<file path="src/hdl/pcbs_pkg.sv">
// Shared types and constants for the pulse-count backlight stepper.
// Used by the controller, the datapath, the top level and the checker; no dependencies.
package pcbs_pkg;

	localparam int TABLE_DEPTH = 32;
	localparam int IDX_W       = $clog2(TABLE_DEPTH);
	localparam int CNT_W       = $clog2(TABLE_DEPTH + 1);

	localparam int LEVEL_W = 8;
	localparam int STEP_W  = 6;
	localparam int CFG_W   = 8;
	localparam int CIDX_W  = 3;
	// Signed working width of the pulse remainder.
	localparam int REM_W   = 8;

	// Configuration register indexes.
	localparam logic [CIDX_W-1:0] CFG_MIN_LEVEL    = 3'd0;
	localparam logic [CIDX_W-1:0] CFG_MAX_LEVEL    = 3'd1;
	localparam logic [CIDX_W-1:0] CFG_DIMMING_STEP = 3'd2;
	localparam logic [CIDX_W-1:0] CFG_DRIVER_STEPS = 3'd3;
	localparam logic [CIDX_W-1:0] CFG_ENTRIES_USED = 3'd4;

	typedef enum logic [1:0] {
		ACT_OFF    = 2'd0,
		ACT_ENABLE = 2'd1,
		ACT_PULSE  = 2'd2
	} action_t;

	typedef enum logic [1:0] {
		TUNE_ZERO,
		TUNE_DIM,
		TUNE_ENTRY
	} tune_sel_t;

	typedef enum logic [3:0] {
		ST_IDLE,
		ST_LOOKUP,
		ST_READ,
		ST_CHECK,
		ST_MAX_RD,
		ST_MAX_TAKE,
		ST_PLAN,
		ST_MOD,
		ST_OFF,
		ST_ENABLE,
		ST_PULSE
	} state_t;

	typedef struct packed {
		logic      load;
		logic      tbl_write;
		logic      set_tune;
		tune_sel_t tune_sel;
		logic      idx_clear;
		logic      idx_set_last;
		logic      idx_inc;
		logic      rd_en;
		logic      plan;
		logic      mod_add;
		logic      mod_sub;
		logic      pulse_dec;
	} cmd_t;

	typedef struct packed {
		logic lvl_zero;
		logic lvl_dim;
		logic lvl_max;
		logic n_zero;
		logic hit;
		logic idx_last;
		logic off;
		logic en;
		logic r_neg;
		logic r_ge;
		logic r_zero;
		logic r_one;
	} stat_t;

endpackage

</file>
<file path="src/hdl/pcbs_dp.sv">
// Datapath of the backlight stepper: configuration registers, threshold table memory,
// scan index, current-step state and the remainder register. Depends on pcbs_pkg.
module pcbs_dp (
	input  logic                           clk,
	input  logic                           arst_n,
	input  pcbs_pkg::cmd_t                 cmd,
	output pcbs_pkg::stat_t                stat,
	input  logic [pcbs_pkg::LEVEL_W-1:0]   level,
	input  logic                           line_sensed_high,
	input  logic [4:0]                     entry_index,
	input  logic [pcbs_pkg::LEVEL_W-1:0]   entry_threshold,
	input  logic [pcbs_pkg::STEP_W-1:0]    entry_step,
	input  logic                           cfg_write,
	input  logic [pcbs_pkg::CIDX_W-1:0]    cfg_index,
	input  logic [pcbs_pkg::CFG_W-1:0]     cfg_data,
	output logic [pcbs_pkg::STEP_W-1:0]    found_step
);

	logic [pcbs_pkg::LEVEL_W-1:0] min_level_q, max_level_q;
	logic [pcbs_pkg::STEP_W-1:0]  dimming_step_q, driver_steps_q, entries_used_q;

	logic [pcbs_pkg::LEVEL_W-1:0] thr_mem [pcbs_pkg::TABLE_DEPTH];
	logic [pcbs_pkg::STEP_W-1:0]  step_mem [pcbs_pkg::TABLE_DEPTH];
	logic [pcbs_pkg::LEVEL_W-1:0] thr_q;
	logic [pcbs_pkg::STEP_W-1:0]  entry_step_q;

	logic [pcbs_pkg::LEVEL_W-1:0] level_q;
	logic                         line_q;
	logic [pcbs_pkg::IDX_W-1:0]   idx_q;
	logic [pcbs_pkg::STEP_W-1:0]  tune_q;
	logic                         known_q;
	logic [pcbs_pkg::STEP_W-1:0]  cur_q;
	logic                         off_q, en_q;
	logic [pcbs_pkg::REM_W-1:0]   rem_q;

	logic [pcbs_pkg::CNT_W-1:0]   n_used;
	logic [pcbs_pkg::STEP_W-1:0]  steps_eff;
	logic                         wr_ok;
	logic [pcbs_pkg::IDX_W-1:0]   wr_addr;
	logic                         plan_off, plan_known, plan_en;
	logic [pcbs_pkg::STEP_W-1:0]  plan_cur;
	logic [pcbs_pkg::REM_W-1:0]   plan_cur_s, plan_diff;

	// Configuration registers.
	always_ff @(posedge clk or negedge arst_n) begin
		if (!arst_n) begin
			min_level_q    <= 8'd30;
			max_level_q    <= 8'd255;
			dimming_step_q <= 6'd1;
			driver_steps_q <= 6'd32;
			entries_used_q <= 6'd23;
		end else if (cfg_write) begin
			unique case (cfg_index)
				pcbs_pkg::CFG_MIN_LEVEL:    min_level_q    <= cfg_data;
				pcbs_pkg::CFG_MAX_LEVEL:    max_level_q    <= cfg_data;
				pcbs_pkg::CFG_DIMMING_STEP: dimming_step_q <= cfg_data[pcbs_pkg::STEP_W-1:0];
				pcbs_pkg::CFG_DRIVER_STEPS: driver_steps_q <= cfg_data[pcbs_pkg::STEP_W-1:0];
				pcbs_pkg::CFG_ENTRIES_USED: entries_used_q <= cfg_data[pcbs_pkg::STEP_W-1:0];
				default: ;
			endcase
		end
	end

	assign n_used = (32'(entries_used_q) > pcbs_pkg::TABLE_DEPTH)
		? pcbs_pkg::CNT_W'(pcbs_pkg::TABLE_DEPTH) : pcbs_pkg::CNT_W'(entries_used_q);
	assign steps_eff = (driver_steps_q == '0) ? pcbs_pkg::STEP_W'(1) : driver_steps_q;

	assign wr_ok   = 32'(entry_index) < pcbs_pkg::TABLE_DEPTH;
	assign wr_addr = pcbs_pkg::IDX_W'(entry_index);

	// Table memory: one write port, one registered read port.
	always_ff @(posedge clk) begin
		if (cmd.tbl_write && wr_ok) begin
			thr_mem[wr_addr]  <= entry_threshold;
			step_mem[wr_addr] <= entry_step;
		end
		if (cmd.rd_en) begin
			thr_q        <= thr_mem[idx_q];
			entry_step_q <= step_mem[idx_q];
		end
	end

	// Plan of the action sequence, from the state before the request.
	always_comb begin
		plan_off   = !known_q && line_q;
		plan_known = known_q || plan_off;
		plan_cur   = plan_off ? '0 : cur_q;
		plan_en    = plan_known && (plan_cur == '0);
		if (plan_en)
			plan_cur = steps_eff;
		plan_cur_s = plan_known ? pcbs_pkg::REM_W'(plan_cur) : '1;
		plan_diff  = plan_cur_s - pcbs_pkg::REM_W'(tune_q);
	end

	always_ff @(posedge clk or negedge arst_n) begin
		if (!arst_n) begin
			known_q <= 1'b0;
		end else if (cmd.plan) begin
			known_q <= 1'b1;
		end
	end

	always_ff @(posedge clk) begin
		if (cmd.load) begin
			level_q <= level;
			line_q  <= line_sensed_high;
		end
		if (cmd.idx_clear)
			idx_q <= '0;
		else if (cmd.idx_set_last)
			idx_q <= pcbs_pkg::IDX_W'(n_used - 1'b1);
		else if (cmd.idx_inc)
			idx_q <= idx_q + 1'b1;
		if (cmd.set_tune) begin
			unique case (cmd.tune_sel)
				pcbs_pkg::TUNE_ZERO:  tune_q <= '0;
				pcbs_pkg::TUNE_DIM:   tune_q <= dimming_step_q;
				pcbs_pkg::TUNE_ENTRY: tune_q <= entry_step_q;
				default:              tune_q <= '0;
			endcase
		end
		if (cmd.plan) begin
			cur_q <= tune_q;
			if (tune_q == '0) begin
				off_q <= 1'b1;
				en_q  <= 1'b0;
				rem_q <= '0;
			end else begin
				off_q <= plan_off;
				en_q  <= plan_en;
				rem_q <= plan_diff;
			end
		end else if (cmd.mod_add) begin
			rem_q <= rem_q + pcbs_pkg::REM_W'(steps_eff);
		end else if (cmd.mod_sub) begin
			rem_q <= rem_q - pcbs_pkg::REM_W'(steps_eff);
		end else if (cmd.pulse_dec) begin
			rem_q <= rem_q - 1'b1;
		end
	end

	always_comb begin
		stat.lvl_zero = level_q == '0;
		stat.lvl_dim  = level_q < min_level_q;
		stat.lvl_max  = level_q == max_level_q;
		stat.n_zero   = n_used == '0;
		stat.hit      = level_q <= thr_q;
		stat.idx_last = pcbs_pkg::CNT_W'(idx_q) == (n_used - 1'b1);
		stat.off      = off_q;
		stat.en       = en_q;
		stat.r_neg    = rem_q[pcbs_pkg::REM_W-1];
		stat.r_ge     = !rem_q[pcbs_pkg::REM_W-1] && (rem_q >= pcbs_pkg::REM_W'(steps_eff));
		stat.r_zero   = rem_q == '0;
		stat.r_one    = rem_q == pcbs_pkg::REM_W'(1);
	end

	assign found_step = tune_q;

endmodule

</file>
<file path="src/hdl/pcbs_ctrl.sv">
// Controller state machine of the backlight stepper: sequences lookup, table scan,
// remainder loop and action emission. Depends on pcbs_pkg.
module pcbs_ctrl (
	input  logic                 clk,
	input  logic                 arst_n,
	input  logic                 start,
	input  logic                 func,
	input  pcbs_pkg::stat_t      stat,
	output pcbs_pkg::cmd_t       cmd,
	output logic                 busy,
	output logic                 result_valid,
	output logic [1:0]           action,
	output logic                 last
);

	pcbs_pkg::state_t    state_q, state_nxt;
	pcbs_pkg::action_t   act;
	logic                accept;

	always_ff @(posedge clk or negedge arst_n) begin
		if (!arst_n)
			state_q <= pcbs_pkg::ST_IDLE;
		else
			state_q <= state_nxt;
	end

	assign busy   = state_q != pcbs_pkg::ST_IDLE;
	assign accept = start && !busy;
	assign action = act;

	always_comb begin
		state_nxt    = state_q;
		cmd          = '0;
		cmd.tune_sel = pcbs_pkg::TUNE_ZERO;
		result_valid = 1'b0;
		last         = 1'b0;
		act          = pcbs_pkg::ACT_OFF;
		unique case (state_q)
			pcbs_pkg::ST_IDLE: begin
				cmd.load      = accept && !func;
				cmd.tbl_write = accept && func;
				if (accept && !func)
					state_nxt = pcbs_pkg::ST_LOOKUP;
			end
			pcbs_pkg::ST_LOOKUP: begin
				priority if (stat.lvl_zero) begin
					cmd.set_tune = 1'b1;
					state_nxt    = pcbs_pkg::ST_PLAN;
				end else if (stat.lvl_dim) begin
					cmd.set_tune = 1'b1;
					cmd.tune_sel = pcbs_pkg::TUNE_DIM;
					state_nxt    = pcbs_pkg::ST_PLAN;
				end else if (stat.n_zero) begin
					cmd.set_tune = 1'b1;
					state_nxt    = pcbs_pkg::ST_PLAN;
				end else if (stat.lvl_max) begin
					cmd.idx_set_last = 1'b1;
					state_nxt        = pcbs_pkg::ST_MAX_RD;
				end else begin
					cmd.idx_clear = 1'b1;
					state_nxt     = pcbs_pkg::ST_READ;
				end
			end
			pcbs_pkg::ST_READ: begin
				cmd.rd_en = 1'b1;
				state_nxt = pcbs_pkg::ST_CHECK;
			end
			pcbs_pkg::ST_CHECK: begin
				priority if (stat.hit) begin
					cmd.set_tune = 1'b1;
					cmd.tune_sel = pcbs_pkg::TUNE_ENTRY;
					state_nxt    = pcbs_pkg::ST_PLAN;
				end else if (stat.idx_last) begin
					cmd.set_tune = 1'b1;
					state_nxt    = pcbs_pkg::ST_PLAN;
				end else begin
					cmd.idx_inc = 1'b1;
					state_nxt   = pcbs_pkg::ST_READ;
				end
			end
			pcbs_pkg::ST_MAX_RD: begin
				cmd.rd_en = 1'b1;
				state_nxt = pcbs_pkg::ST_MAX_TAKE;
			end
			pcbs_pkg::ST_MAX_TAKE: begin
				cmd.set_tune = 1'b1;
				cmd.tune_sel = pcbs_pkg::TUNE_ENTRY;
				state_nxt    = pcbs_pkg::ST_PLAN;
			end
			pcbs_pkg::ST_PLAN: begin
				cmd.plan  = 1'b1;
				state_nxt = pcbs_pkg::ST_MOD;
			end
			pcbs_pkg::ST_MOD: begin
				priority if (stat.r_neg) begin
					cmd.mod_add = 1'b1;
				end else if (stat.r_ge) begin
					cmd.mod_sub = 1'b1;
				end else if (stat.off) begin
					state_nxt = pcbs_pkg::ST_OFF;
				end else if (stat.en) begin
					state_nxt = pcbs_pkg::ST_ENABLE;
				end else if (!stat.r_zero) begin
					state_nxt = pcbs_pkg::ST_PULSE;
				end else begin
					state_nxt = pcbs_pkg::ST_IDLE;
				end
			end
			pcbs_pkg::ST_OFF: begin
				result_valid = 1'b1;
				act          = pcbs_pkg::ACT_OFF;
				last         = !stat.en && stat.r_zero;
				priority if (stat.en)
					state_nxt = pcbs_pkg::ST_ENABLE;
				else if (stat.r_zero)
					state_nxt = pcbs_pkg::ST_IDLE;
				else
					state_nxt = pcbs_pkg::ST_PULSE;
			end
			pcbs_pkg::ST_ENABLE: begin
				result_valid = 1'b1;
				act          = pcbs_pkg::ACT_ENABLE;
				last         = stat.r_zero;
				state_nxt    = stat.r_zero ? pcbs_pkg::ST_IDLE : pcbs_pkg::ST_PULSE;
			end
			pcbs_pkg::ST_PULSE: begin
				result_valid  = 1'b1;
				act           = pcbs_pkg::ACT_PULSE;
				last          = stat.r_one;
				cmd.pulse_dec = 1'b1;
				state_nxt     = stat.r_one ? pcbs_pkg::ST_IDLE : pcbs_pkg::ST_PULSE;
			end
			default: begin
				state_nxt = pcbs_pkg::ST_IDLE;
			end
		endcase
	end

endmodule

</file>
<file path="src/hdl/pulse_count_backlight_stepper_unit.sv">
// Top level of the pulse-count backlight stepper: joins the controller and the datapath.
// Depends on pcbs_pkg, pcbs_ctrl and pcbs_dp.
//
//   Channel   Handshake                 Payload
//   -------   -----------------------   -----------------------------------------------
//   input     start, busy               func, level, line_sensed_high, entry_index,
//                                       entry_threshold, entry_step
//   result    result_valid (strobe)     action, last, found_step
//   config    cfg_write                 cfg_index, cfg_data
//
// An item is taken at a clock edge with start high and busy low. A table write item
// finishes in that same cycle. A request passes through a lookup state, a read and a
// check state for each table entry scanned (the table memory has one registered read
// port), a planning state, one step of the remainder loop per add or subtract of the
// driver step count plus one to leave it, and then one action state per action; busy
// stays high throughout.
// Reset clears the configuration to its defaults and marks the driver step unknown;
// the table itself is not cleared. Each action is shown for one cycle and the receiver
// cannot stall it.
module pulse_count_backlight_stepper_unit (
	input  logic                          clk,
	input  logic                          arst_n,
	input  logic                          start,
	output logic                          busy,
	input  logic                          func,
	input  logic [pcbs_pkg::LEVEL_W-1:0]  level,
	input  logic                          line_sensed_high,
	input  logic [4:0]                    entry_index,
	input  logic [pcbs_pkg::LEVEL_W-1:0]  entry_threshold,
	input  logic [pcbs_pkg::STEP_W-1:0]   entry_step,
	input  logic                          cfg_write,
	input  logic [pcbs_pkg::CIDX_W-1:0]   cfg_index,
	input  logic [pcbs_pkg::CFG_W-1:0]    cfg_data,
	output logic                          result_valid,
	output logic [1:0]                    action,
	output logic                          last,
	output logic [pcbs_pkg::STEP_W-1:0]   found_step
);

	// Commands flow from the controller to the datapath, status flows back.
	pcbs_pkg::cmd_t  cmd;
	pcbs_pkg::stat_t stat;

	// The controller owns the handshake and decides what each result cycle shows.
	pcbs_ctrl u_ctrl (
		.clk          (clk),
		.arst_n       (arst_n),
		.start        (start),
		.func         (func),
		.stat         (stat),
		.cmd          (cmd),
		.busy         (busy),
		.result_valid (result_valid),
		.action       (action),
		.last         (last)
	);

	// The datapath holds the table, the configuration and the driver step state.
	pcbs_dp u_dp (
		.clk              (clk),
		.arst_n           (arst_n),
		.cmd              (cmd),
		.stat             (stat),
		.level            (level),
		.line_sensed_high (line_sensed_high),
		.entry_index      (entry_index),
		.entry_threshold  (entry_threshold),
		.entry_step       (entry_step),
		.cfg_write        (cfg_write),
		.cfg_index        (cfg_index),
		.cfg_data         (cfg_data),
		.found_step       (found_step)
	);

endmodule

</file>
<file path="config.mk">
export PLATFORM = sky130hd
export DESIGN_NAME = pulse_count_backlight_stepper_unit
export DESIGN_NICKNAME = d
export VERILOG_FILES = /design/src/hdl/pcbs_pkg.sv /design/src/hdl/pcbs_dp.sv /design/src/hdl/pcbs_ctrl.sv /design/src/hdl/pulse_count_backlight_stepper_unit.sv
export SDC_FILE = /design/constraint.sdc
export NUM_CORES = 1
export LEC_CHECK = 0
export BUFFER_PORTS_ARGS = -buffer_cell sky130_fd_sc_hd__buf_2
export CAP_MARGIN = 10
export CORE_AREA = 2 2 237 239
export CTS_CLUSTER_SIZE = 30
export DETAILED_ROUTE_END_ITERATION = 16
export DIE_AREA = 0 0 239 241
export GPL_TIMING_DRIVEN = 0
export PLACE_DENSITY = 0.54
export SLEW_MARGIN = 0
export SYNTH_ARGS = -nofsm -noshare
export SYNTH_HDL_FRONTEND = slang
export SYNTH_HIERARCHICAL = 1
export SYNTH_SLANG_ARGS = --single-unit
</file>
<file path="constraint.sdc">
create_clock -name clk -period 4.2 [get_ports clk]
set_input_delay 0.84 -clock clk [delete_from_list [all_inputs] [get_ports clk]]
set_output_delay 0.84 -clock clk [all_outputs]
set_load 0.02 [all_outputs]
</file>
==> results by stage, run 1 <==
Drt:
- In the routed layout, each cell is associated on average with a via count of 5.572.
- The aggregate routed wire length is 53620 um.
- The detail route stage leaves a number of antenna-violating nets equal to 0.
- In the final routed layout, each cell accounts on average for 24.81 um.
- The first routing iteration left 865 violations.
- The number of vias in the routed layout is 12042.
- The first detailed-routing pass ran for 5 iterations.
- For this run, design rule violations remaining after detail routing come to 0.

Final layout:
- Fill cells in the final layout number 4704.
- The synthesis-to-finish area growth is 14.59%.
- The share of post-route cells with drive strength above 1 is 0.2662.
- The finished cells cover 26140 sq um.
- The fraction of the core area covered by cells at the end of the flow is 0.4764.
- The area of combinational cells with multiple inputs is 6544 sq um.
- Summing all flip-flop and latch instances after layout gives 15900 sq um.
- The top cell types in the final layout, fill and taps aside, are 493 x sky130_fd_sc_hd__edfxtp_1, 112 x sky130_fd_sc_hd__mux4_2, 72 x sky130_fd_sc_hd__buf_2.
- After the last flow step, the layout net total stands at 1499.
- The library cell used most frequently in the layout, excluding fill and tap cells, is sky130_fd_sc_hd__edfxtp_1.

Worst hold path:
- The path class of the tightest hold or removal check is in -> async.

Synth:
- After synthesis, the share of flip-flops with an asynchronous set or reset is 0.07263.
- The summed instance area of the synthesized netlist is 22810 sq um.
- The most frequently used flop master after synthesis is sky130_fd_sc_hd__edfxtp_1.
- The synthesized design contains 537 register bits.
- The share of the Yosys chip area taken by registers is 0.6971.
- Synthesis produced a netlist with a net count of 1369.
- The number of distinct library cells after synthesis is 76.
- Synthesis handed over a netlist of 1281 instances.
- Counting flops with a built-in enable in the synthesized netlist gives 493.
- Yosys printed 6 warnings.
- The average cell area after synthesis is 17.81 sq um.

Clocking:
- The deepest level of the CTS H-tree is 2.
- The TritonCTS sink count is 537.
- The number of buffers inserted to repair setup after CTS is 0.
- The number of clock buffers inserted by TritonCTS is 54.
- The later pin in the worst-skew pair is clocked with a latency of 610 ps.
- The register clock-pin slew on the reported worst setup and hold paths is 60 ps.
- The clock tree root driver cell is sky130_fd_sc_hd__clkbuf_16.
- TritonCTS built the clock tree.
- Counting along the longest clock path gives a buffer depth of 3.

Run:
- The tool flagged a number of max-cap violations equal to 0.

Worst setup path:
- The cell that appears most often on the critical path is sky130_fd_sc_hd__inv_1.
- The endpoint class of the critical path is a register.
- The endpoint required time on the critical path is 4530 ps.
- The worst setup path is launched from a register.
- In this run the critical register-to-register path is launched from u_dp/driver_steps_q[5].
- The largest single stage delay on the critical path is 600 ps.
- The critical path ends at u_dp/rem_q[5].
- Walking the worst path, the cells encountered are inv_1, a31o_2, ha_1, inv_1, fa_1, nand3_1, and2_1, a21oi_1, o21ai_1, a21oi_2, nor4b_2, clkbuf_4, nor2b_4, o311a_1, nor4_1, or3_1.
- The data arrival at the endpoint of the critical path is 4340 ps.
- For this design, the slowest cell found on the critical path is sky130_fd_sc_hd__dfstp_2.
- The category of the most critical setup path is reg -> reg.
- The timing startpoint of the critical path is u_dp/driver_steps_q[5].
- The number of cells traversed by the worst register-to-register path is 16.
- Across all register-to-register paths, the minimum setup slack is 190 ps.
- Of all nets on the critical path, the largest fanout is 10.
- In this run the critical register-to-register path is captured at u_dp/rem_q[5].

Floorplanning:
- In this run the count of I/O pins placed on the die edge is 55.
- The height of the chip is 241 um.
- The width of the die is 239 um.
- The die outline area is 57600 sq um.
- For this configuration, the core starts out at a cell density of 0.4157.
- In this run the core area contains 86 standard-cell rows.
- After floorplanning, the core was sized to cover 54880 sq um.

Global route:
- For this run the aggregate overflow at the end of global routing stands at 0.
- The number of antenna violations at the first check in global routing was 7.
- For this run, the total global-route usage over all layers was measured as 0.1895.
- The wire length of the first global-routing pass is 79760 um.
- Entering global routing, the biggest net connects 40 pins.
- The via count of the first global-routing pass is 12473.

Place:
- In this run the cell area measured after placement is 24260 sq um.
- The count of buffers added on input and output ports is 54.
- At the end of routability-driven placement, the weighted congestion stood at 0.8934.
- Summed over all nets, the half-perimeter wirelength after detailed placement is 35180 um.
- At the placement stage, the worst setup path has a slack of -264.0 ps.

Timing:
- The number of hold violations in the final report is 0.
- Once routing completed, OpenROAD measured the worst setup slack at 191.0 ps.
- The count of pins over their slew limit is 0.
- The final critical path time including I/O delays and setup is 4009 ps.
- The post-route fraction of the period consumed by the critical path is 0.9545.
- Derived from the worst setup path, the maximum achievable clock frequency is 249.4 MHz.
- Between clock sinks in the finished design, the worst skew comes to 19.88 ps.
- Setup violations remaining at the end of the flow were counted as 0.
- The normalized max-slew margin is 0.2997.
- At the pin with the least slew margin, the transition time is 1036 ps.

Power and ir drop:
- The share of total power in combinational logic is 0.278.
- The internal power of the cells totals 0.01117 W.
- The overall power of the completed layout is 0.01591 W.
- The switching portion of total power is 0.2983.
- The largest voltage drop on the vdd net is 0.3874 mV.
- Power spread over the standard cell area amounts to 608.7 nW/um^2.
- The switching power is 0.004747 W.
- The power share of the sequential group is 0.408.
- Summed over all cells, the static leakage comes to 8.495 nW.
- The share of total power dissipated in the clock network is 0.313.

Outcome:
- The run finished with clean final reports.
[critical path: cells and delay by family (launching register included)]
family | cells | cell delay [ps]
AOI/OAI and AO/OA | 5 | 970
adders and majority gates | 2 | 440
buffers and inverters | 3 | 420
DFF | 1 | 600
and+or+nand+nor | 6 | 1300
[worst min path at each step]
stage | startpoint | to | slack, ps | cells past startpoint
2_1_floorplan | u_dp/min_level_q[1] | u_dp/min_level_q[1] | 480 | 2
3_3_place_gp | u_dp/dimming_step_q[5] | u_dp/dimming_step_q[5] | 490 | 1
3_5_place_dp | u_dp/dimming_step_q[1] | u_dp/dimming_step_q[1] | 500 | 1
4_1_cts | level[1] | u_dp/level_q[1] | 380 | 1
5_1_grt | level[0] | u_dp/level_q[0] | 400 | 1
6_report | arst_n | u_dp/driver_steps_q[3] | 400 | 1
[synth_stat cells, drive strengths merged (13+ instances only)]
cell type  number  area share
edfxtp        493        0.65
mux4          112        0.11
nor2           82       0.013
mux2i          57       0.025
inv            44      0.0072
ha             41       0.022
buf            35      0.0089
o21ai          28      0.0061
nand2          27      0.0044
mux2           26       0.013
clkbuf         25      0.0041
a21oi          23      0.0050
dfrtp          21       0.023
dfstp          18       0.021
nor3           18      0.0042
a221oi         17      0.0065
nand2b         16      0.0044
xnor2          16      0.0061
a22o           14      0.0054
nand3          13      0.0031
[what timing repair did]
action	CTS	global route
cloned	0	0
hold buffers	0	0
pin swaps	0	0
gates resized for setup	3	5
setup endpoints to repair	5	2
[sequential cells by signal (all words and copies together), names as in the netlist, 8 cells and up]
signal and count:
u_dp/min_level_q 8, u_dp/rem_q 8, u_dp/thr_mem 256, u_dp/level_q 8, u_dp/thr_q 8, u_dp/max_level_q 8, u_dp/step_mem 192
[per-layer routing]
| metal | track usage | wire [um] |
|---|---|---|
| met2 | 0.3285 | 27020 |
| met1 | 0.2458 | 22890 |
| met5 | 0 | 40 |
| met3 | 0.03683 | 2655 |
| met4 | 0.04811 | 1014 |
[cell type report]
cell class | instances | area share
sequential | 537 | 0.6083
multi-input combinational | 640 | 0.2503
clock buffer | 71 | 0.05561
tap | 704 | 0.03369
timing repair buffer | 74 | 0.01914
clock inverter | 28 | 0.01488
buffer | 60 | 0.01144
inverter | 44 | 0.006318
antenna | 3 | 0.0002872
[stage by stage]
stage,setup TNS [ps],cells,hold slack (ps)
floorplan,0,1281,479.9
global placement,-369.8,2039,490.2
detailed placement,-568.9,2058,497.0
CTS,0,2157,379.7
global route,-13.61,2159,397.5
finish,0,2161,395.5
[cells by family (layout without fill, tap and decap cells)]
kind of cell / after synthesis / count (layout) / synth area share
xor+xnor: 23 / 23 / 0.008830
fa+ha+maj: 44 / 44 / 0.02512
mux: 195 / 195 / 0.1484
other cells: 0 / 3 / 0
buf+inv: 104 / 277 / 0.02024
compound gates: 153 / 153 / 0.04942
flops: 537 / 537 / 0.6971
simple gates: 225 / 225 / 0.05090
[power by group through the flow]
stage	Combinational, W	Clock, W	Sequential, W
after global routing	0.00483	0.00531	0.00653
final	0.00443	0.00499	0.00650
after global placement	0.00439	0	0.00660
after detailed placement	0.00444	0	0.00660
after floorplan	0.00311	0	0.00652
after CTS	0.00446	0.00512	0.00649
(Power assumes the default switching activity.)
==> run 2, diff against run 1 <==
- MAX_ROUTING_LAYER: default -> met4
==> results by stage, run 2 (synthesis gave the netlist of run 1 again) <==
Global route:
- The sum of overflow across all layers after global routing is 0.
- The largest net degree at the start of global routing is 40.
- The via count of the first global-routing pass was 12242.
- The overall track demand over capacity in global routing is 0.1966.
- The number of antenna violations at the first check in global routing is 3.
- The first global-routing pass estimated 79920 um of wire.

Place:
- After detailed placement, the total cell area comes to 24300 sq um.
- The worst slack after detailed placement is -343.1 ps.
- The number of buffers added on ports is 54.
- The HPWL after detailed placement is 34840 um.
- The routability congestion estimate from global placement is 0.8466.

Floorplanning:
- The die outline area is 57600 sq um.
- Measured along the y axis, the die boundary spans 241 um.
- The total I/O pin count is 55.
- The initial utilization of the core area, before any placement, comes to 0.4157.
- From left edge to right edge, the die measures 239 um.
- The region available for standard cell placement spans 54880 sq um.
- Row generation in the floorplan step produced 86 rows.

Drt:
- Across all layers, the routed design uses 12096 vias.
- For this block, the initial DRC count from the detailed router was 909.
- Wires add up to 53750 um.
- The post-detailed-route count of antenna-violating nets is 0.
- The first-pass iteration count of the detailed router is 5.
- The final routed DRC violation total is 0.
- Using the TritonRoute via totals, the vias-per-cell ratio works out to 5.566.
- In the final routed layout, each cell accounts on average for 24.73 um.

Clocking:
- Hold repair after CTS inserted 0 buffers.
- After clock tree synthesis, the clock-pin slew on the worst setup and hold paths is 60 ps.
- The number of clock buffers inserted by TritonCTS is 56.
- The insertion delay of the later-clocked pin in the worst-skew pair is 620 ps.
- The clock tree root driver cell is sky130_fd_sc_hd__clkbuf_16.
- The clock drives 537 sinks.
- TritonCTS built the clock tree.
- The H-tree was split into 2 levels.
- The number of buffers on the longest clock path is 3.

Final layout:
- The share of post-route cells with drive strength above 1 is 0.2691.
- The register with the most flip-flops is u_dp/thr_mem.
- The synthesis-to-finish area growth is 14.88%.
- The largest registers in the layout are u_dp/thr_mem x256, u_dp/step_mem x192.
- The register with the most flip-flops in the layout has 256 of them.
- The most common library cell in the layout ignoring fill and taps is sky130_fd_sc_hd__edfxtp_1.
- The number of filler cells placed in the layout is 4653.
- Leaving out fill and tap cells, the most frequent cells in the layout are 493 x sky130_fd_sc_hd__edfxtp_1, 112 x sky130_fd_sc_hd__mux4_2, 72 x sky130_fd_sc_hd__buf_2.
- The final net count is 1506.
- The final non-filler cell area is 26210 sq um.

Timing:
- The final setup violation count is 0.
- The count of pins over their slew limit is 0.
- The number of hold violations in the final report is 0.
- The normalized max-slew margin is 0.3010.
- Clock skew on the completed layout was measured at 17.41 ps.
- The post-route fraction of the period consumed by the critical path is 0.9393.
- The minimum setup slack in the final design is 254.9 ps.
- Setup repair after global routing left no endpoint under its margin.
- Static timing analysis puts the maximum clock frequency at 253.5 MHz.
- The actual slew at the worst max-slew pin is 1034 ps.
- Subtracting the final worst setup slack from the clock period gives 3945 ps.

Worst setup path:
- Data on the critical path arrives at its endpoint at 3110 ps.
- The category of the most critical setup path is reg -> out.
- STA classifies the critical path startpoint as a register.
- The number of cells traversed by the worst register-to-register path is 16.
- The worst register-to-register path begins at u_dp/driver_steps_q[5].
- In this run the critical register-to-register path is captured at u_dp/rem_q[5].
- In this run the register-to-register setup slack is 300 ps.
- Data on the critical path is required at its endpoint by 3360 ps.
- The worst setup path is captured at a primary output.
- The critical-path maximum fanout is 5.

Power and ir drop:
- The analysis attributes to cell leakage a power of 8.538 nW.
- The completed layout was analyzed and its total power is 0.01580 W.
- Across the VDD grid, the largest voltage drop is 0.4007 mV.
- Dividing total power by cell area gives a power density of 602.8 nW/um^2.

Run:
- Max-cap violations in this run came to 0.

Outcome:
- The run finished with clean final reports.

Worst hold path:
- In this run the worst hold path is classified as in -> async.
==> run 2: cell count changes in the layout (fill, tap and decap cells not counted), moves of 3 or more <==
| cell | delta |
|---|---|
| sky130_fd_sc_hd__buf_4 | +3 |
| sky130_fd_sc_hd__clkbuf_4 | -5 |
| sky130_fd_sc_hd__buf_6 | -4 |
| sky130_fd_sc_hd__clkbuf_16 | +3 |
| sky130_fd_sc_hd__clkinv_1 | +6 |
| sky130_fd_sc_hd__buf_8 | +6 |
| sky130_fd_sc_hd__bufinv_16 | -6 |
| sky130_fd_sc_hd__clkbuf_8 | +6 |
| sky130_fd_sc_hd__clkinv_2 | +5 |
==> run 2: final cells by class <==
type | count | area [sq um] | share of cell area
timing repair buffer | 79 | 568.0 | 0.02167
antenna | 5 | 12.51 | 0.0004774
sequential | 537 | 15910 | 0.6069
tap | 704 | 880.8 | 0.03361
inverter | 44 | 165.2 | 0.006302
clock buffer | 74 | 1570 | 0.05992
clock inverter | 30 | 246.5 | 0.009405
buffer | 60 | 299.0 | 0.01141
multi-input combinational | 640 | 6560 | 0.2503
==> run 2: where the power goes <==
| group | internal (W) | total [W] | leakage [nW] | switching (W) |
|---|---|---|---|---|
| Sequential | 0.00625 | 0.00649 | 4.92 | 0.000242 |
| Clock | 0.00281 | 0.00486 | 0.897 | 0.00205 |
| Combinational | 0.00194 | 0.00445 | 2.72 | 0.00251 |
| Total | 0.0110 | 0.0158 | 8.54 | 0.00481 |
==> run 2: what timing repair did <==
| item | in CTS | in global routing |
|---|---|---|
| hold endpoints to repair | 0 | 0 |
| setup endpoints to repair | 5 | 3 |
| setup buffers | 0 | 3 |
| resized for setup | 4 | 8 |
==> run 2: worst max path at each step <==
stage,start,endpoint,slack [ps]
after floorplan,u_dp/driver_steps_q[5],u_dp/rem_q[5],660
after global placement,u_dp/driver_steps_q[1],u_dp/rem_q[5],-320
after detailed placement,u_dp/driver_steps_q[1],u_dp/rem_q[5],-340
after CTS,u_dp/driver_steps_q[3],u_dp/rem_q[7],30
after global routing,u_dp/driver_steps_q[5],u_dp/rem_q[5],10
final,u_dp/rem_q[4],last,250
==> run 2: routing by layer <==
layer,wire [um],GRT usage,up-vias
met5,0,-,-
met4,1054,0.04602,0
met3,3009,0.04083,74
met2,26870,0.3228,284
met1,22820,0.2526,6287
li1,-,-,5451
==> run 2: per-stage QoR <==
step,hold WS (ps),std cells,TNS (ps),utilization
2_1_floorplan,479.9,1281,0,-
3_3_place_gp,490.9,2039,-873.6,0.4367
3_5_place_dp,497.6,2060,-1008,0.4429
4_1_cts,359.6,2164,0,0.4763
5_1_grt,365.4,2171,0,0.4775
6_report,370.1,2173,0,0.4776
==> run 2: worst max-delay path, stage by stage (launching register included) <==
cell                       delay, ps
sky130_fd_sc_hd__edfxtp_1        490
sky130_fd_sc_hd__or4_2           750
sky130_fd_sc_hd__nor3_1          250
sky130_fd_sc_hd__and2_1          230
sky130_fd_sc_hd__inv_1            70
sky130_fd_sc_hd__a211o_1         270
sky130_fd_sc_hd__a21oi_1         220
sky130_fd_sc_hd__buf_2           210
==> run 3, diff against run 2 <==
- CORE_AREA: 2 2 237 239 -> 2 2 235 237
- DIE_AREA: 0 0 239 241 -> 0 0 237 239
- SYNTH_HIERARCHICAL: 1 -> default
==> results by stage, run 3 <==
Floorplanning:
- The row count is 86.
- The die is 239 um tall.
- After floorplanning, the core was sized to cover 54340 sq um.
- In this run the count of I/O pins placed on the die edge is 55.
- The die is 237 um wide.
- The die outline area is 56640 sq um.
- The initial utilization of the core area, before any placement, comes to 0.4155.

Synth:
- The register area share after synthesis is 0.7044.
- The number of distinct library cells after synthesis is 67.
- In the synthesized netlist, the cells that appear most often are 493 x sky130_fd_sc_hd__edfxtp_1, 140 x sky130_fd_sc_hd__mux4_2, 76 x sky130_fd_sc_hd__nor2_1.
- The number of nets handed over by synthesis was 1302.
- For this run, the leading register cell type out of synthesis is sky130_fd_sc_hd__edfxtp_1.
- The average cell area after synthesis is 18.57 sq um.
- The number of warning messages in the yosys log is 0.
- The share of Yosys cell area claimed by the top area cell type is 0.6557.
- The summed instance area of the synthesized netlist is 22580 sq um.
- In the synthesized netlist the async set-or-reset flop fraction comes to 0.07263.
- After synthesis the netlist holds a flip-flop and latch count of 537.
- Counting flops with a built-in enable in the synthesized netlist gives 493.
- Yosys attributes the largest share of cell area to sky130_fd_sc_hd__edfxtp_1 66%, sky130_fd_sc_hd__mux4_2 14%, sky130_fd_sc_hd__dfrtp_1 2.3%.
- Yosys instantiated no cell more often than sky130_fd_sc_hd__edfxtp_1.
- Of all cell types, the one taking the most synthesized area is sky130_fd_sc_hd__edfxtp_1.
- Synthesis produced a netlist whose cell count is 1216.

Drt:
- The final layout contains routed wiring with a total length of 52080 um.
- The routed wirelength normalized by instance count is 24.73 um.
- The number of vias in the routed layout is 11556.
- The iteration-0 DRC count of the detailed router is 1059.
- The first TritonRoute pass finished after 5 iterations.
- The via count normalized by instance count is 5.487.
- Once detail routing completed, the nets flagged for antenna violations numbered 0.
- For this run, design rule violations remaining after detail routing come to 0.

Place:
- Input and output buffers added on the ports amount to 54.
- The congestion estimate from routability-driven global placement came to 0.8237.
- Once detailed placement completed, the half-perimeter wirelength came to 36040 um.

Final layout:
- The most common library cell in the layout ignoring fill and taps is sky130_fd_sc_hd__edfxtp_1.
- 0 antenna diodes ended up in the layout.
- At the end of the flow the core is filled with cells to 0.4768.
- The largest registers in the layout are u_dp.thr_mem x256, u_dp.step_mem x192.
- The register with the most flip-flops in the layout has 256 of them.
- The number of filler cells placed in the layout is 4579.
- The synthesis-to-finish area growth is 14.76%.
- In the layout the commonest cells are 493 x sky130_fd_sc_hd__edfxtp_1, 140 x sky130_fd_sc_hd__mux4_2, 72 x sky130_fd_sc_hd__nor2_1.
- In the final layout, the share of cells above drive strength 1 is 0.2860.
- The final net count is 1442.
- The register with the most flip-flops is u_dp.thr_mem.

Clocking:
- Counting along the longest clock path gives a buffer depth of 3.
- Gates resized during post-CTS repair numbered 0.
- The number of clock buffers inserted by TritonCTS is 55.
- At the later pin of the worst-skew pair, clock insertion delay measures 630 ps.
- The clock tree root driver cell is sky130_fd_sc_hd__clkbuf_16.
- TritonCTS built the clock tree.
- The H-tree was split into 2 levels.
- The register clock-pin slew on the reported worst setup and hold paths is 60 ps.
- After clock tree synthesis, the setup repair step added 0 buffers.
- CTS saw 537 sinks.
- Buffers inserted to repair hold after CTS numbered 0.

Timing:
- Headroom to the max-slew limit came out at 0.3728.
- The number of hold violations in the final report was 0.
- Of the available clock period, the critical path in the final layout requires 0.8954.
- On the final layout, the worst clock skew is 26.44 ps.
- The count of pins over their slew limit is 0.
- At the pin with the least slew margin, the transition time is 940.8 ps.
- The clock period could shrink to 3761 ps.
- The highest attainable clock frequency is 265.9 MHz.
- The final setup violation count is 0.
- The final setup TNS is 0 ps.
- Setup repair after global routing left no endpoint under its margin.

Global route:
- Entering global routing, the biggest net connects 40 pins.
- The number of antenna violations at the first check in global routing came to 0.
- For this run, the total global-route usage over all layers was measured as 0.1941.
- The first global-routing pass estimated 76920 um of wire.
- The via count of the first global-routing pass is 11758.
- The sum of overflow across all layers after global routing is 0.

Power and ir drop:
- In this run the power density over the cells is 619.7 nW/um^2.
- IR analysis of the VDD net gives a maximum drop of 0.3237 mV.
- In this run the static leakage power is 8.423 nW.

Worst setup path:
- The endpoint class of the critical path is a register.
- The endpoint required time on the critical path is 4550 ps.
- The critical path in this run is classified as reg -> reg.
- Data arrives at the worst endpoint at 4110 ps.
- STA classifies the critical path startpoint as a register.
- The critical-path maximum fanout is 10.

Run:
- The max-capacitance violation count is 0.

Outcome:
- The run finished with clean final reports.

Worst hold path:
- The worst hold path belongs to the class in -> async.
-- run 3: final timing paths --
check,startpoint,endpoint,slack (ps),cells past startpoint
worst max-delay path,u_dp.idx_q[1],u_dp.entry_step_q[3],440,6
worst min-delay path,arst_n,u_dp.known_q,360,1
worst max register to register,u_dp.idx_q[1],u_dp.entry_step_q[3],440,6
worst min register to register,u_dp.min_level_q[3],u_dp.min_level_q[3],510,2
max in group asynchronous,arst_n,u_dp.min_level_q[6],3260,1
min in group clk,level[1],u_dp.level_q[1],410,1
-- run 3: worst max-delay path, cell delays in order, from the launching register on --
cell	delay [ps]
sky130_fd_sc_hd__dfxtp_1	330
sky130_fd_sc_hd__clkbuf_1	430
sky130_fd_sc_hd__clkbuf_1	640
sky130_fd_sc_hd__clkbuf_1	770
sky130_fd_sc_hd__mux4_2	460
sky130_fd_sc_hd__mux4_2	530
sky130_fd_sc_hd__mux2_2	330
-- run 3: report_power, final --
group          switching [W]  leakage, nW  total (W)  internal, W
Combinational        0.00253         2.59    0.00457      0.00204
Clock                0.00208        0.906    0.00498      0.00291
Sequential          0.000228         4.92    0.00650      0.00627
Total                0.00484         8.42     0.0161       0.0112
-- run 3: per-stage QoR --
step	hold WS (ps)	power [W]	area (sq um)	setup WS, ps	instances
floorplan	477.6	0.009728	22580	1375	1216
CTS	365.6	0.01626	25910	393.5	2106
detailed placement	506.1	0.01123	24060	404.2	2003
global placement	496.3	0.01117	23730	395.6	1974
finish	355.8	0.01606	25910	439.4	2106
global route	379.1	0.01684	25910	309.0	2106
-- run 3: final cells by class --
cell class              count  area (sq um)  share of cell area
flip-flops and latches    537         15900              0.6137
inverters                  44         165.2            0.006374
repair buffers             83         578.1             0.02231
well taps                 704         880.8             0.03399
multi-input cells         580          6276              0.2422
clock buffers              69          1459             0.05630
plain buffers              55         254.0            0.009803
clock inverters            34         395.4             0.01526
-- run 3: kinds of logic (layout without fill, tap and decap cells) --
kind of cell,Yosys count,after routing,share of synthesized area
AO/OA/AOI/OAI,116,116,0.03441
adder cells (fa/ha/maj),42,42,0.02427
flip-flops,537,537,0.7044
multiplexers,186,186,0.1623
buffers and inverters,99,285,0.01856
XOR/XNOR,30,30,0.01164
AND/OR/NAND/NOR,206,206,0.04444
-- run 3: metal layers --
metal  wire length (um)  track usage  vias up
met5                  0            -        -
met4               1292      0.06061        0
met3               2757      0.02933       64
met2              24330       0.2942      322
met1              23710       0.2729     5997
li1                   -            -     5173
